[src/rtl/core/asf_pkg.sv]
`timescale 1ns / 1ps
// ----------------------------------------------------------------------------
// asf_pkg
// Shared types and constants of the altimeter sample framer.
// ----------------------------------------------------------------------------
package asf_pkg;

  localparam int unsigned FrameBytes  = 23;
  localparam int unsigned IdxW        = 5;
  localparam int unsigned CfgIdxW     = 2;
  localparam int unsigned CfgDataW    = 8;
  localparam int unsigned QueueDepth  = 2;
  localparam int unsigned QueuePtrW   = 1;
  localparam int unsigned QueueCntW   = 2;

  // Register indexes of the configuration port.
  localparam logic [CfgIdxW-1:0] RegSyncFirst  = 2'd0;
  localparam logic [CfgIdxW-1:0] RegSyncSecond = 2'd1;
  localparam logic [CfgIdxW-1:0] RegMessageId  = 2'd2;

  // Byte positions inside the frame.
  localparam logic [IdxW-1:0] PosSyncFirst  = 5'd0;
  localparam logic [IdxW-1:0] PosSyncSecond = 5'd1;
  localparam logic [IdxW-1:0] PosMessageId  = 5'd2;
  localparam logic [IdxW-1:0] PosLenLo      = 5'd3;
  localparam logic [IdxW-1:0] PosLenHi      = 5'd4;
  localparam logic [IdxW-1:0] PosPayload    = 5'd5;
  localparam logic [IdxW-1:0] PosCkA        = 5'd21;
  localparam logic [IdxW-1:0] PosCkB        = 5'd22;

  localparam logic [15:0] PayloadLen = 16'd16;

  typedef struct packed {
    logic [7:0] sync_first;
    logic [7:0] sync_second;
    logic [7:0] message_id;
  } cfg_t;

  typedef struct packed {
    logic [63:0] stamp_us;
    logic [31:0] status_word;
    logic [31:0] range_value;
  } sample_t;

endpackage

[src/rtl/core/asf_front.sv]
`timescale 1ns / 1ps
// ----------------------------------------------------------------------------
// asf_front
// Input side: accepts samples and holds them in a two-entry queue.
// ----------------------------------------------------------------------------
module asf_front (
  input  logic              clk_i,
  input  logic              rst_ni,
  input  logic              push_i,
  output logic              full_o,
  input  asf_pkg::sample_t  sample_i,
  output logic              valid_o,
  output asf_pkg::sample_t  sample_o,
  input  logic              take_i
);

  asf_pkg::sample_t                   entry_q [asf_pkg::QueueDepth];
  logic [asf_pkg::QueuePtrW-1:0]      wr_ptr_q, wr_ptr_d;
  logic [asf_pkg::QueuePtrW-1:0]      rd_ptr_q, rd_ptr_d;
  logic [asf_pkg::QueueCntW-1:0]      cnt_q, cnt_d;
  logic                               push_ok;
  logic                               take_ok;

  assign full_o   = (cnt_q == asf_pkg::QueueCntW'(asf_pkg::QueueDepth));
  assign valid_o  = (cnt_q != '0);
  assign sample_o = entry_q[rd_ptr_q];
  assign push_ok  = push_i && !full_o;
  assign take_ok  = take_i && valid_o;

  always_comb begin
    wr_ptr_d = wr_ptr_q;
    rd_ptr_d = rd_ptr_q;
    cnt_d    = cnt_q;
    if (push_ok) begin
      wr_ptr_d = wr_ptr_q + 1'b1;
    end
    if (take_ok) begin
      rd_ptr_d = rd_ptr_q + 1'b1;
    end
    if (push_ok && !take_ok) begin
      cnt_d = cnt_q + 1'b1;
    end else if (!push_ok && take_ok) begin
      cnt_d = cnt_q - 1'b1;
    end
  end

  always_ff @(posedge clk_i or negedge rst_ni) begin
    if (!rst_ni) begin
      wr_ptr_q <= '0;
      rd_ptr_q <= '0;
      cnt_q    <= '0;
    end else begin
      wr_ptr_q <= wr_ptr_d;
      rd_ptr_q <= rd_ptr_d;
      cnt_q    <= cnt_d;
    end
  end

  always_ff @(posedge clk_i) begin
    if (push_ok) begin
      entry_q[wr_ptr_q] <= sample_i;
    end
  end

  a_cnt_bound : assert property (@(posedge clk_i) disable iff (!rst_ni)
    (cnt_q != 2'd3))
    else $error("sample queue count out of range");

endmodule

[src/rtl/core/asf_back.sv]
`timescale 1ns / 1ps
// ----------------------------------------------------------------------------
// asf_back
// Output side: serializes one sample into a frame, one byte per transfer,
// and forms the Fletcher checksum pair on the way.
// ----------------------------------------------------------------------------
module asf_back (
  input  logic              clk_i,
  input  logic              rst_ni,
  input  asf_pkg::cfg_t     cfg_i,
  input  logic              valid_i,
  input  asf_pkg::sample_t  sample_i,
  output logic              take_o,
  input  logic              pop_i,
  output logic              empty_o,
  output logic [7:0]        frame_byte_o,
  output logic              last_byte_o
);

  logic [asf_pkg::IdxW-1:0] idx_q, idx_d;
  logic [7:0]               ck_a_q, ck_a_d;
  logic [7:0]               ck_b_q, ck_b_d;
  logic                     out_valid_q, out_valid_d;
  logic [7:0]               out_byte_q;
  logic                     out_last_q;
  logic                     pop_ok;
  logic                     adv;
  logic [7:0]               cur_byte;
  logic [asf_pkg::IdxW-1:0] poff;
  logic [127:0]             payload;
  logic                     in_sum;

  assign pop_ok  = pop_i && out_valid_q;
  assign adv     = valid_i && (!out_valid_q || pop_ok);
  assign take_o  = adv && (idx_q == asf_pkg::PosCkB);
  assign payload = sample_i;
  assign poff    = idx_q - asf_pkg::PosPayload;
  assign in_sum  = (idx_q >= asf_pkg::PosMessageId) && (idx_q < asf_pkg::PosCkA);

  always_comb begin
    case (idx_q)
      asf_pkg::PosSyncFirst:  cur_byte = cfg_i.sync_first;
      asf_pkg::PosSyncSecond: cur_byte = cfg_i.sync_second;
      asf_pkg::PosMessageId:  cur_byte = cfg_i.message_id;
      asf_pkg::PosLenLo:      cur_byte = asf_pkg::PayloadLen[7:0];
      asf_pkg::PosLenHi:      cur_byte = asf_pkg::PayloadLen[15:8];
      asf_pkg::PosCkA:        cur_byte = ck_a_q;
      asf_pkg::PosCkB:        cur_byte = ck_b_q;
      default:                cur_byte = payload[{poff[3:0], 3'b000} +: 8];
    endcase
  end

  always_comb begin
    idx_d       = idx_q;
    ck_a_d      = ck_a_q;
    ck_b_d      = ck_b_q;
    out_valid_d = out_valid_q;
    if (pop_ok) begin
      out_valid_d = 1'b0;
    end
    if (adv) begin
      out_valid_d = 1'b1;
      if (idx_q == asf_pkg::PosCkB) begin
        idx_d = '0;
      end else begin
        idx_d = idx_q + 1'b1;
      end
      if (idx_q == asf_pkg::PosSyncFirst) begin
        ck_a_d = '0;
        ck_b_d = '0;
      end else if (in_sum) begin
        ck_a_d = ck_a_q + cur_byte;
        ck_b_d = ck_b_q + ck_a_d;
      end
    end
  end

  always_ff @(posedge clk_i or negedge rst_ni) begin
    if (!rst_ni) begin
      idx_q       <= '0;
      out_valid_q <= 1'b0;
    end else begin
      idx_q       <= idx_d;
      out_valid_q <= out_valid_d;
    end
  end

  always_ff @(posedge clk_i) begin
    ck_a_q <= ck_a_d;
    ck_b_q <= ck_b_d;
    if (adv) begin
      out_byte_q <= cur_byte;
      out_last_q <= (idx_q == asf_pkg::PosCkB);
    end
  end

  assign empty_o      = !out_valid_q;
  assign frame_byte_o = out_byte_q;
  assign last_byte_o  = out_last_q;

  a_idx_bound : assert property (@(posedge clk_i) disable iff (!rst_ni)
    (idx_q <= asf_pkg::PosCkB))
    else $error("frame byte index out of range");

  a_frame_end : assert property (@(posedge clk_i) disable iff (!rst_ni)
    (adv && idx_q == asf_pkg::PosCkB) |=> (idx_q == '0 && out_last_q && out_valid_q))
    else $error("frame did not close on the checksum byte");

  a_frame_mid : assert property (@(posedge clk_i) disable iff (!rst_ni)
    (adv && idx_q != asf_pkg::PosCkB) |=>
      (!out_last_q && idx_q == $past(idx_q) + 1'b1))
    else $error("byte index or end flag wrong inside a frame");

endmodule

[src/rtl/core/altimeter_sample_framer.sv]
`timescale 1ns / 1ps
// ----------------------------------------------------------------------------
// altimeter_sample_framer
// Frames altimeter samples into 23-byte packets with a Fletcher checksum.
// ----------------------------------------------------------------------------
// Each accepted sample becomes one 23-byte frame delivered one byte per
// transfer: two sync bytes, the message id, the length 16 in little-endian
// order, range, status and timestamp in little-endian order, and the
// checksum pair, with last_byte_o set on the final byte. The byte serializer
// emits one byte per cycle while the receiver pops every cycle; a two-entry
// sample queue lets new samples be accepted while a frame is still going
// out. When the block is idle, the first byte of a frame passes through the
// sample queue and then the output byte register. Configuration writes take
// effect at once and are meant to happen while no frame is pending.
module altimeter_sample_framer (
  input  logic                          clk_i,
  input  logic                          rst_ni,
  input  logic                          cfg_we_i,
  input  logic [asf_pkg::CfgIdxW-1:0]   cfg_idx_i,
  input  logic [asf_pkg::CfgDataW-1:0]  cfg_data_i,
  input  logic                          push,
  output logic                          full,
  input  logic signed [31:0]            range_value_i,
  input  logic [31:0]                   status_word_i,
  input  logic [63:0]                   stamp_us_i,
  output logic                          empty,
  input  logic                          pop,
  output logic [7:0]                    frame_byte_o,
  output logic                          last_byte_o
);

  asf_pkg::cfg_t    cfg_q;
  asf_pkg::sample_t in_sample;
  asf_pkg::sample_t q_sample;
  logic             q_valid;
  logic             q_take;

  always_ff @(posedge clk_i or negedge rst_ni) begin
    if (!rst_ni) begin
      cfg_q.sync_first  <= 8'd181;
      cfg_q.sync_second <= 8'd98;
      cfg_q.message_id  <= 8'd1;
    end else if (cfg_we_i) begin
      case (cfg_idx_i)
        asf_pkg::RegSyncFirst:  cfg_q.sync_first  <= cfg_data_i;
        asf_pkg::RegSyncSecond: cfg_q.sync_second <= cfg_data_i;
        asf_pkg::RegMessageId:  cfg_q.message_id  <= cfg_data_i;
        default: ;
      endcase
    end
  end

  assign in_sample.stamp_us    = stamp_us_i;
  assign in_sample.status_word = status_word_i;
  assign in_sample.range_value = range_value_i;

  asf_front u_front (
    .clk_i    (clk_i),
    .rst_ni   (rst_ni),
    .push_i   (push),
    .full_o   (full),
    .sample_i (in_sample),
    .valid_o  (q_valid),
    .sample_o (q_sample),
    .take_i   (q_take)
  );

  asf_back u_back (
    .clk_i        (clk_i),
    .rst_ni       (rst_ni),
    .cfg_i        (cfg_q),
    .valid_i      (q_valid),
    .sample_i     (q_sample),
    .take_o       (q_take),
    .pop_i        (pop),
    .empty_o      (empty),
    .frame_byte_o (frame_byte_o),
    .last_byte_o  (last_byte_o)
  );

endmodule

[config.mk]
export PLATFORM = sky130hd
export DESIGN_NAME = altimeter_sample_framer
export DESIGN_NICKNAME = d
export VERILOG_FILES = /design/src/rtl/core/asf_pkg.sv /design/src/rtl/core/asf_front.sv /design/src/rtl/core/asf_back.sv /design/src/rtl/core/altimeter_sample_framer.sv
export SDC_FILE = /design/constraint.sdc
export NUM_CORES = 1
export LEC_CHECK = 0
export ABC_CLOCK_PERIOD_IN_PS = 7400
export BUFFER_PORTS_ARGS = -buffer_cell sky130_fd_sc_hd__buf_2
export CAP_MARGIN = 10
export CELL_PAD_IN_SITES_DETAIL_PLACEMENT = 0
export CELL_PAD_IN_SITES_GLOBAL_PLACEMENT = 1
export CORE_MARGIN = 5
export CORE_UTILIZATION = 40
export CTS_BUF_LIST = sky130_fd_sc_hd__clkbuf_4 sky130_fd_sc_hd__clkbuf_8
export DETAILED_ROUTE_END_ITERATION = 8
export GPL_TIMING_DRIVEN = 0
export PLACE_DENSITY = 0.75
export SETUP_SLACK_MARGIN = 0.5
export SYNTH_ARGS = -nofsm -noshare
export SYNTH_HDL_FRONTEND = slang
export SYNTH_HIERARCHICAL = 1
export SYNTH_SLANG_ARGS = --single-unit
[constraint.sdc]
create_clock -name clk_i -period 7.4 [get_ports clk_i]
set_clock_uncertainty 0.1 [all_clocks]
set_input_delay 1.48 -clock clk_i [delete_from_list [all_inputs] [get_ports clk_i]]
set_output_delay 1.48 -clock clk_i [all_outputs]
set_load 0.01 [all_outputs]
==> results of run 1 <==
## final cells by class
type	count	area [um^2]	area share, %
Clock buffer	77	935	5.82
Timing Repair Buffer	161	940	5.85
Multi-Input combinational cell	372	3930	24.4
Inverter	16	60.1	0.374
Buffer	32	250	1.56
Antenna cell	2	5.00	0.0312
Sequential cell	315	9300	57.9
Tap cell	448	561	3.49
Clock inverter	13	88.8	0.553
## stage by stage
stage	area, um^2	total power [mW]	hold slack [ps]	cells	TNS [ps]
2_1_floorplan	13500	5.91	356	735	0
3_3_place_gp	14800	6.95	372	1336	-36580
3_5_place_dp	15000	6.99	380	1344	-552
4_1_cts	16000	8.56	390	1434	0
5_1_grt	16100	9.08	423	1436	0
6_report	16100	8.48	384	1436	0
## power breakdown
group | internal (mW) | leakage (nW) | switching (mW) | total (mW)
clock network | 0.839 | 0.545 | 0.660 | 1.50
registers | 2.68 | 3.00 | 0.132 | 2.81
logic | 1.96 | 2.27 | 2.21 | 4.17
total | 5.48 | 5.81 | 3.00 | 8.48
## repair_timing
action	CTS	global route
hold buffers	0	0
resized for setup	10	7
endpoints found under the setup margin	5	1
## sequential cells by signal, indices dropped and copies added (netlist names)
signal and cells:
u_back/ck_b_q 8, u_back/frame_byte_o 8, u_front/wr_ptr_q 1, u_back/ck_a_q 8, u_back/out_valid_q 1, u_front/rd_ptr_q 1
u_back/idx_q 5, u_back/last_byte_o 1, u_front/cnt_q 2, cfg_q 24, u_front/entry_q 256
## synth_stat cells, drive strengths merged (2+ instances only)
library cell,count
ha,21
dfrtp,25
dfstp,9
nor2b,10
mux2,159
nor3,2
xnor2,11
a21o,4
or3,2
mux4,33
a21oi,11
buf,22
a222oi,7
xor2,9
o21ai,14
edfxtp,281
nor2,13
o211ai,14
and4b,2
nand2,20
and3,2
nand2b,5
a22oi,7
nand3b,2
clkbuf,10
fa,2
mux2i,7
inv,16
## logic make-up after synthesis
kind of cell / after synthesis / synth area share, %
AOI/OAI and AO/OA: 66 / 3.40
xor gates and xnor gates: 21 / 1.52
adders and majority gates: 23 / 2.24
buffers and inverters: 48 / 2.10
DFF: 315 / 68.9
muxes: 199 / 19.3
and+or+nand+nor: 63 / 2.51
## per-layer routing
metal,wire length (um),share of wire (%),up-vias
met2,14300,48,178
met5,38,0.13,-
met3,1680,5.7,61
met4,646,2.2,8
met1,13000,44,3595
li1,-,-,3357
## how the worst min path moves through the flow
stage	startpoint	end	cells after the start
2_1_floorplan	u_front/cnt_q[1]	u_front/cnt_q[1]	1
3_3_place_gp	u_front/cnt_q[1]	u_front/cnt_q[1]	1
3_5_place_dp	u_front/cnt_q[1]	u_front/cnt_q[1]	1
4_1_cts	u_front/cnt_q[1]	u_front/cnt_q[1]	1
5_1_grt	cfg_q[11]	cfg_q[11]	1
6_report	u_front/cnt_q[1]	u_front/cnt_q[1]	1
## worst max-delay path, cell delays in order, from the launching register on
cell,delay (ps)
dfrtp_1,380
clkbuf_4,270
buf_6,240
buf_6,240
inv_1,140
ha_2,480
clkbuf_4,330
clkbuf_4,310
mux4_2,350
mux2_2,320
o211ai_1,260
o211ai_1,230
ha_1,260
inv_1,70
fa_1,200
nor2b_1,60
o21ai_0,150
nand2b_1,110
a21o_1,200
a21oi_1,170
xnor2_1,110
ha_1,220
or3_1,370
o211ai_1,120
xnor2_1,160
xnor3_1,220
and2b_1,160
==> results.cfg, run 1 <==
[status]
status = complete, no violations

[worst_setup_path]
critPathKind = reg -> reg
cp_max_fo = 10
cp_data_required_time_ps = 7640
start_kind = flip-flop
rr_worst_depth = 26
r2r_end = u_back/ck_b_q[7]
endpoint = u_back/ck_b_q[7]
crit_path_start = u_back/idx_q[0]
reg2reg_slack_ps = 910
arrival_ps = 6730
crit_path_end_kind = flip-flop
rr_startpoint = u_back/idx_q[0]

[grt]
globalRouteMet2Util_pct = 25.5
use_met3_pct = 4.08
grtUsageTotal_pct = 15.8
top_usage_layer = met2
grt_start_max_net_pins = 63
overflow = 0
grt_pass1_vias = 7779
antenna_found_initial = 6
met1_usage_pct = 20.9
grt_pass1_wl_um = 45500

[power]
vdd_ir_drop_max_mv = 0.325
p_per_area_nw_per_um2 = 528
p_leak_nw = 5.81

[hold_path]
hp-class = reg -> reg

[timing]
worst_pin_slew_ps = 1000
setup_slack_ps = 910
max_freq_ghz = 0.154
rsz0062_at_grt = false
fin_crit_ps = 6490
hold_viol_final = 0
relSlewSlack_pct = 33.1
setup_viol = 0
min_period_over_period_pct = 87.7
maxSlewViolCount = 0

[clock_network]
post_cts_buffers = 0
cts_tree = built
cts_max_level = 2
clockBufferDepth = 3
numCtsBuffers = 53
clk_pin_slew_worst_paths_ps = 60
cts_sinks = 315
clockRootBuffer = clkbuf_8
clock_latency_ps = 610

[detailed_routing]
vias = 7199
wirelength_um = 29700
avgViaCountPerCell = 5.01
drt-initial-drc-count = 373
firstDrtPassIters = 7
wl_per_cell_um = 20.7
ant_nets = 0
post-route-drc-count = 0

[synthesis]
async_flop_share_pct = 10.8
synth.top_cell.area_share_pct = 62.5
ys_seq_area_share_pct = 68.9
ys_warn_count = 6
ys_ff_latch = 315
synth_area_leaders = edfxtp_1 (63%), mux2_2 (13%), mux4_2 (5.5%), dfrtp_1 (4.6%), ha_1 (1.9%)
synth_cell_type_count = 47
syn_area_um2 = 13500
synth_enable_flop_cells = 281
synth_area_per_cell_um2 = 18.4
yosysTopAreaCell = edfxtp_1
ys.flop_type = edfxtp_1
syn_nets = 901
synth_cells = 735

[layout]
final_layout_size_suffix_gt1_share_pct = 48.1
final_common_cell = edfxtp_1
syn_to_final_growth_pct = 19.1
n_fill_cell = 2880
final_cell_mix = edfxtp_1 (281), mux2_2 (159), buf_2 (154)
nNetsFinal = 1117
final_util_pct = 48.0

[placed_design]
place.gp.congestion = 0.821
port_buffers = 153
place_ws_ps = -552
hpwlAfterDp_um = 20400

[floorplan]
fp.dieH_um = 194
ios = 154
start_util_pct = 40.3
rows = 67
dieArea_um2 = 37500
core_um2 = 33400
die_w_um = 194

[job]
cap_violations = 0
Power figures use the tool's default switching activity.
==> run 2, diff against run 1 <==
==> constraint.sdc (replaced) <==
create_clock -name clk_i -period 7.4 [get_ports clk_i]
set_clock_uncertainty 0.1 [all_clocks]
set_input_delay 0.74 -clock clk_i [delete_from_list [all_inputs] [get_ports clk_i]]
set_output_delay 0.74 -clock clk_i [all_outputs]
set_load 0.01 [all_outputs]
==> run 2 against run 1 <==
Non-clock buffer count down 1. Wire length is 1.3% lower. Worst hold slack got worse by 240 ps. Sequential share of layout area grew 0.063 points. Critical endpoint unchanged. Highest routed layer unchanged.
==> results.cfg, run 2 (synthesized netlist as in run 1, its figures left out) <==
[status]
status = complete, no violations

[hold_path]
hp-class = in -> async

[layout]
final_layout_size_suffix_gt1_share_pct = 47.5
fin_cells = 1435
syn_to_final_growth_pct = 18.9
final_common_cell = edfxtp_1
top_regs = u_front/entry_q: 256 flops, cfg_q: 24 flops
final_cell_mix = edfxtp_1 (281), mux2_2 (159), buf_2 (154)
largest_register_ffs = 256
nNetsFinal = 1116
regMostFlops = u_front/entry_q

[detailed_routing]
post-route-drc-count = 0
firstDrtPassIters = 7
wl_per_cell_um = 20.4
vias = 7215
ant_nets = 0
drt-initial-drc-count = 448
wirelength_um = 29300
avgViaCountPerCell = 5.03

[grt]
grt_start_max_net_pins = 63
grtUsageTotal_pct = 15.5
grt_pass1_wl_um = 45100
grt_pass1_vias = 7817
overflow = 0
antenna_found_initial = 4

[floorplan]
core_um2 = 33400
rows = 67
ios = 154
start_util_pct = 40.3
dieArea_um2 = 37500
die_w_um = 194
fp.dieH_um = 194

[worst_setup_path]
cp_data_required_time_ps = 7630
rr_worst_depth = 26
start_kind = flip-flop
cp_max_fo = 10
arrival_ps = 6650
crit_path_end_kind = flip-flop
critPathKind = reg -> reg

[timing]
fin_crit_ps = 6420
setup_viol = 0
holdWs_ps = 146
rsz0062_at_grt = false
max_freq_ghz = 0.156
relSlewSlack_pct = 29.3
hold_viol_final = 0
maxSlewViolCount = 0
worst_pin_slew_ps = 1060
min_period_over_period_pct = 86.8
setup_slack_ps = 980

[clock_network]
clockBufferDepth = 3
clk_pin_slew_worst_paths_ps = 60
clockRootBuffer = clkbuf_8
cts_sinks = 315
cts_tree = built
clock_latency_ps = 570
numCtsBuffers = 53
cts_max_level = 2

[placed_design]
hpwlAfterDp_um = 20200
place_ws_ps = -496
placed_cells = 1343
port_buffers = 153
place.gp.congestion = 0.800

[power]
vdd_ir_drop_max_mv = 0.406
p_per_area_nw_per_um2 = 528
p_leak_nw = 5.79

[job]
cap_violations = 0
[run 2: through the flow]
step	setup TNS, ps	util [%]	total power, mW	instance area, um^2
global placement	-375660	44.3	6.98	14800
finish	0	48.0	8.47	16000
CTS	0	47.9	8.54	16000
global route	0	48.0	9.08	16000
detailed placement	-496	44.9	6.99	15000
floorplan	0	-	5.93	13500
[run 2: cell type report]
| type | count | area, um^2 |
|---|---|---|
| fillers | 2866 | 17400 |
| clock inverters | 26 | 190 |
| multi-input cells | 372 | 3930 |
| well taps | 448 | 561 |
| flip-flops and latches | 315 | 9300 |
| inverters | 16 | 60.1 |
| repair buffers | 160 | 936 |
| clock buffers | 65 | 820 |
| diodes | 1 | 2.50 |
| plain buffers | 32 | 250 |
[run 2: worst max-delay path, stage by stage (launching register included)]
cell      delay, ps
dfrtp_1         370
clkbuf_4        250
buf_6           230
buf_6           230
inv_1           130
ha_2            480
clkbuf_4        320
clkbuf_4        310
mux4_2          340
mux2_2          320
o211ai_1        240
o211ai_1        220
ha_1            270
inv_1            70
fa_1            210
nor2b_1          60
o21ai_0         150
nand2b_1        110
a21o_1          190
a21oi_1         180
xnor2_1         100
ha_1            210
or3_1           370
o211ai_1        130
xnor2_1         160
xnor3_1         220
and2b_1         160
[run 2: repair_timing]
item | 4_1_cts | 5_1_grt
buffers inserted | 0 | 0
hold endpoints to repair | 0 | 0
gates resized for setup | 10 | 7
setup endpoints to repair | 5 | 1
hold buffers | 0 | 0
[run 2: power by group]
group | switching (mW) | leakage [nW] | internal, mW
Sequential | 0.131 | 3.00 | 2.68
Combinational | 2.21 | 2.27 | 1.96
Clock | 0.652 | 0.524 | 0.827
Total | 3.00 | 5.79 | 5.47
[run 2: final timing paths]
path	endpoint	slack, ps	startpoint
worst min-delay path	cfg_q[19]	150	rst_ni
worst max-delay path	u_back/ck_b_q[7]	980	u_back/idx_q[0]
min in group clk_i	u_front/entry_q[0][123]	260	stamp_us_i[59]
max in group asynchronous	u_back/out_valid_q	6550	rst_ni
worst min register to register	u_front/cnt_q[1]	390	u_front/cnt_q[1]
worst max register to register	u_back/ck_b_q[7]	980	u_back/idx_q[0]
[run 2: layer usage]
layer  global-route usage (%)  vias up  wire [um]
met5                        0        -         33
met4                     4.64        6        652
met3                     4.12       53       1730
met2                     24.9      221      14200
met1                     20.9     3585      12700
li1                         -     3350          -
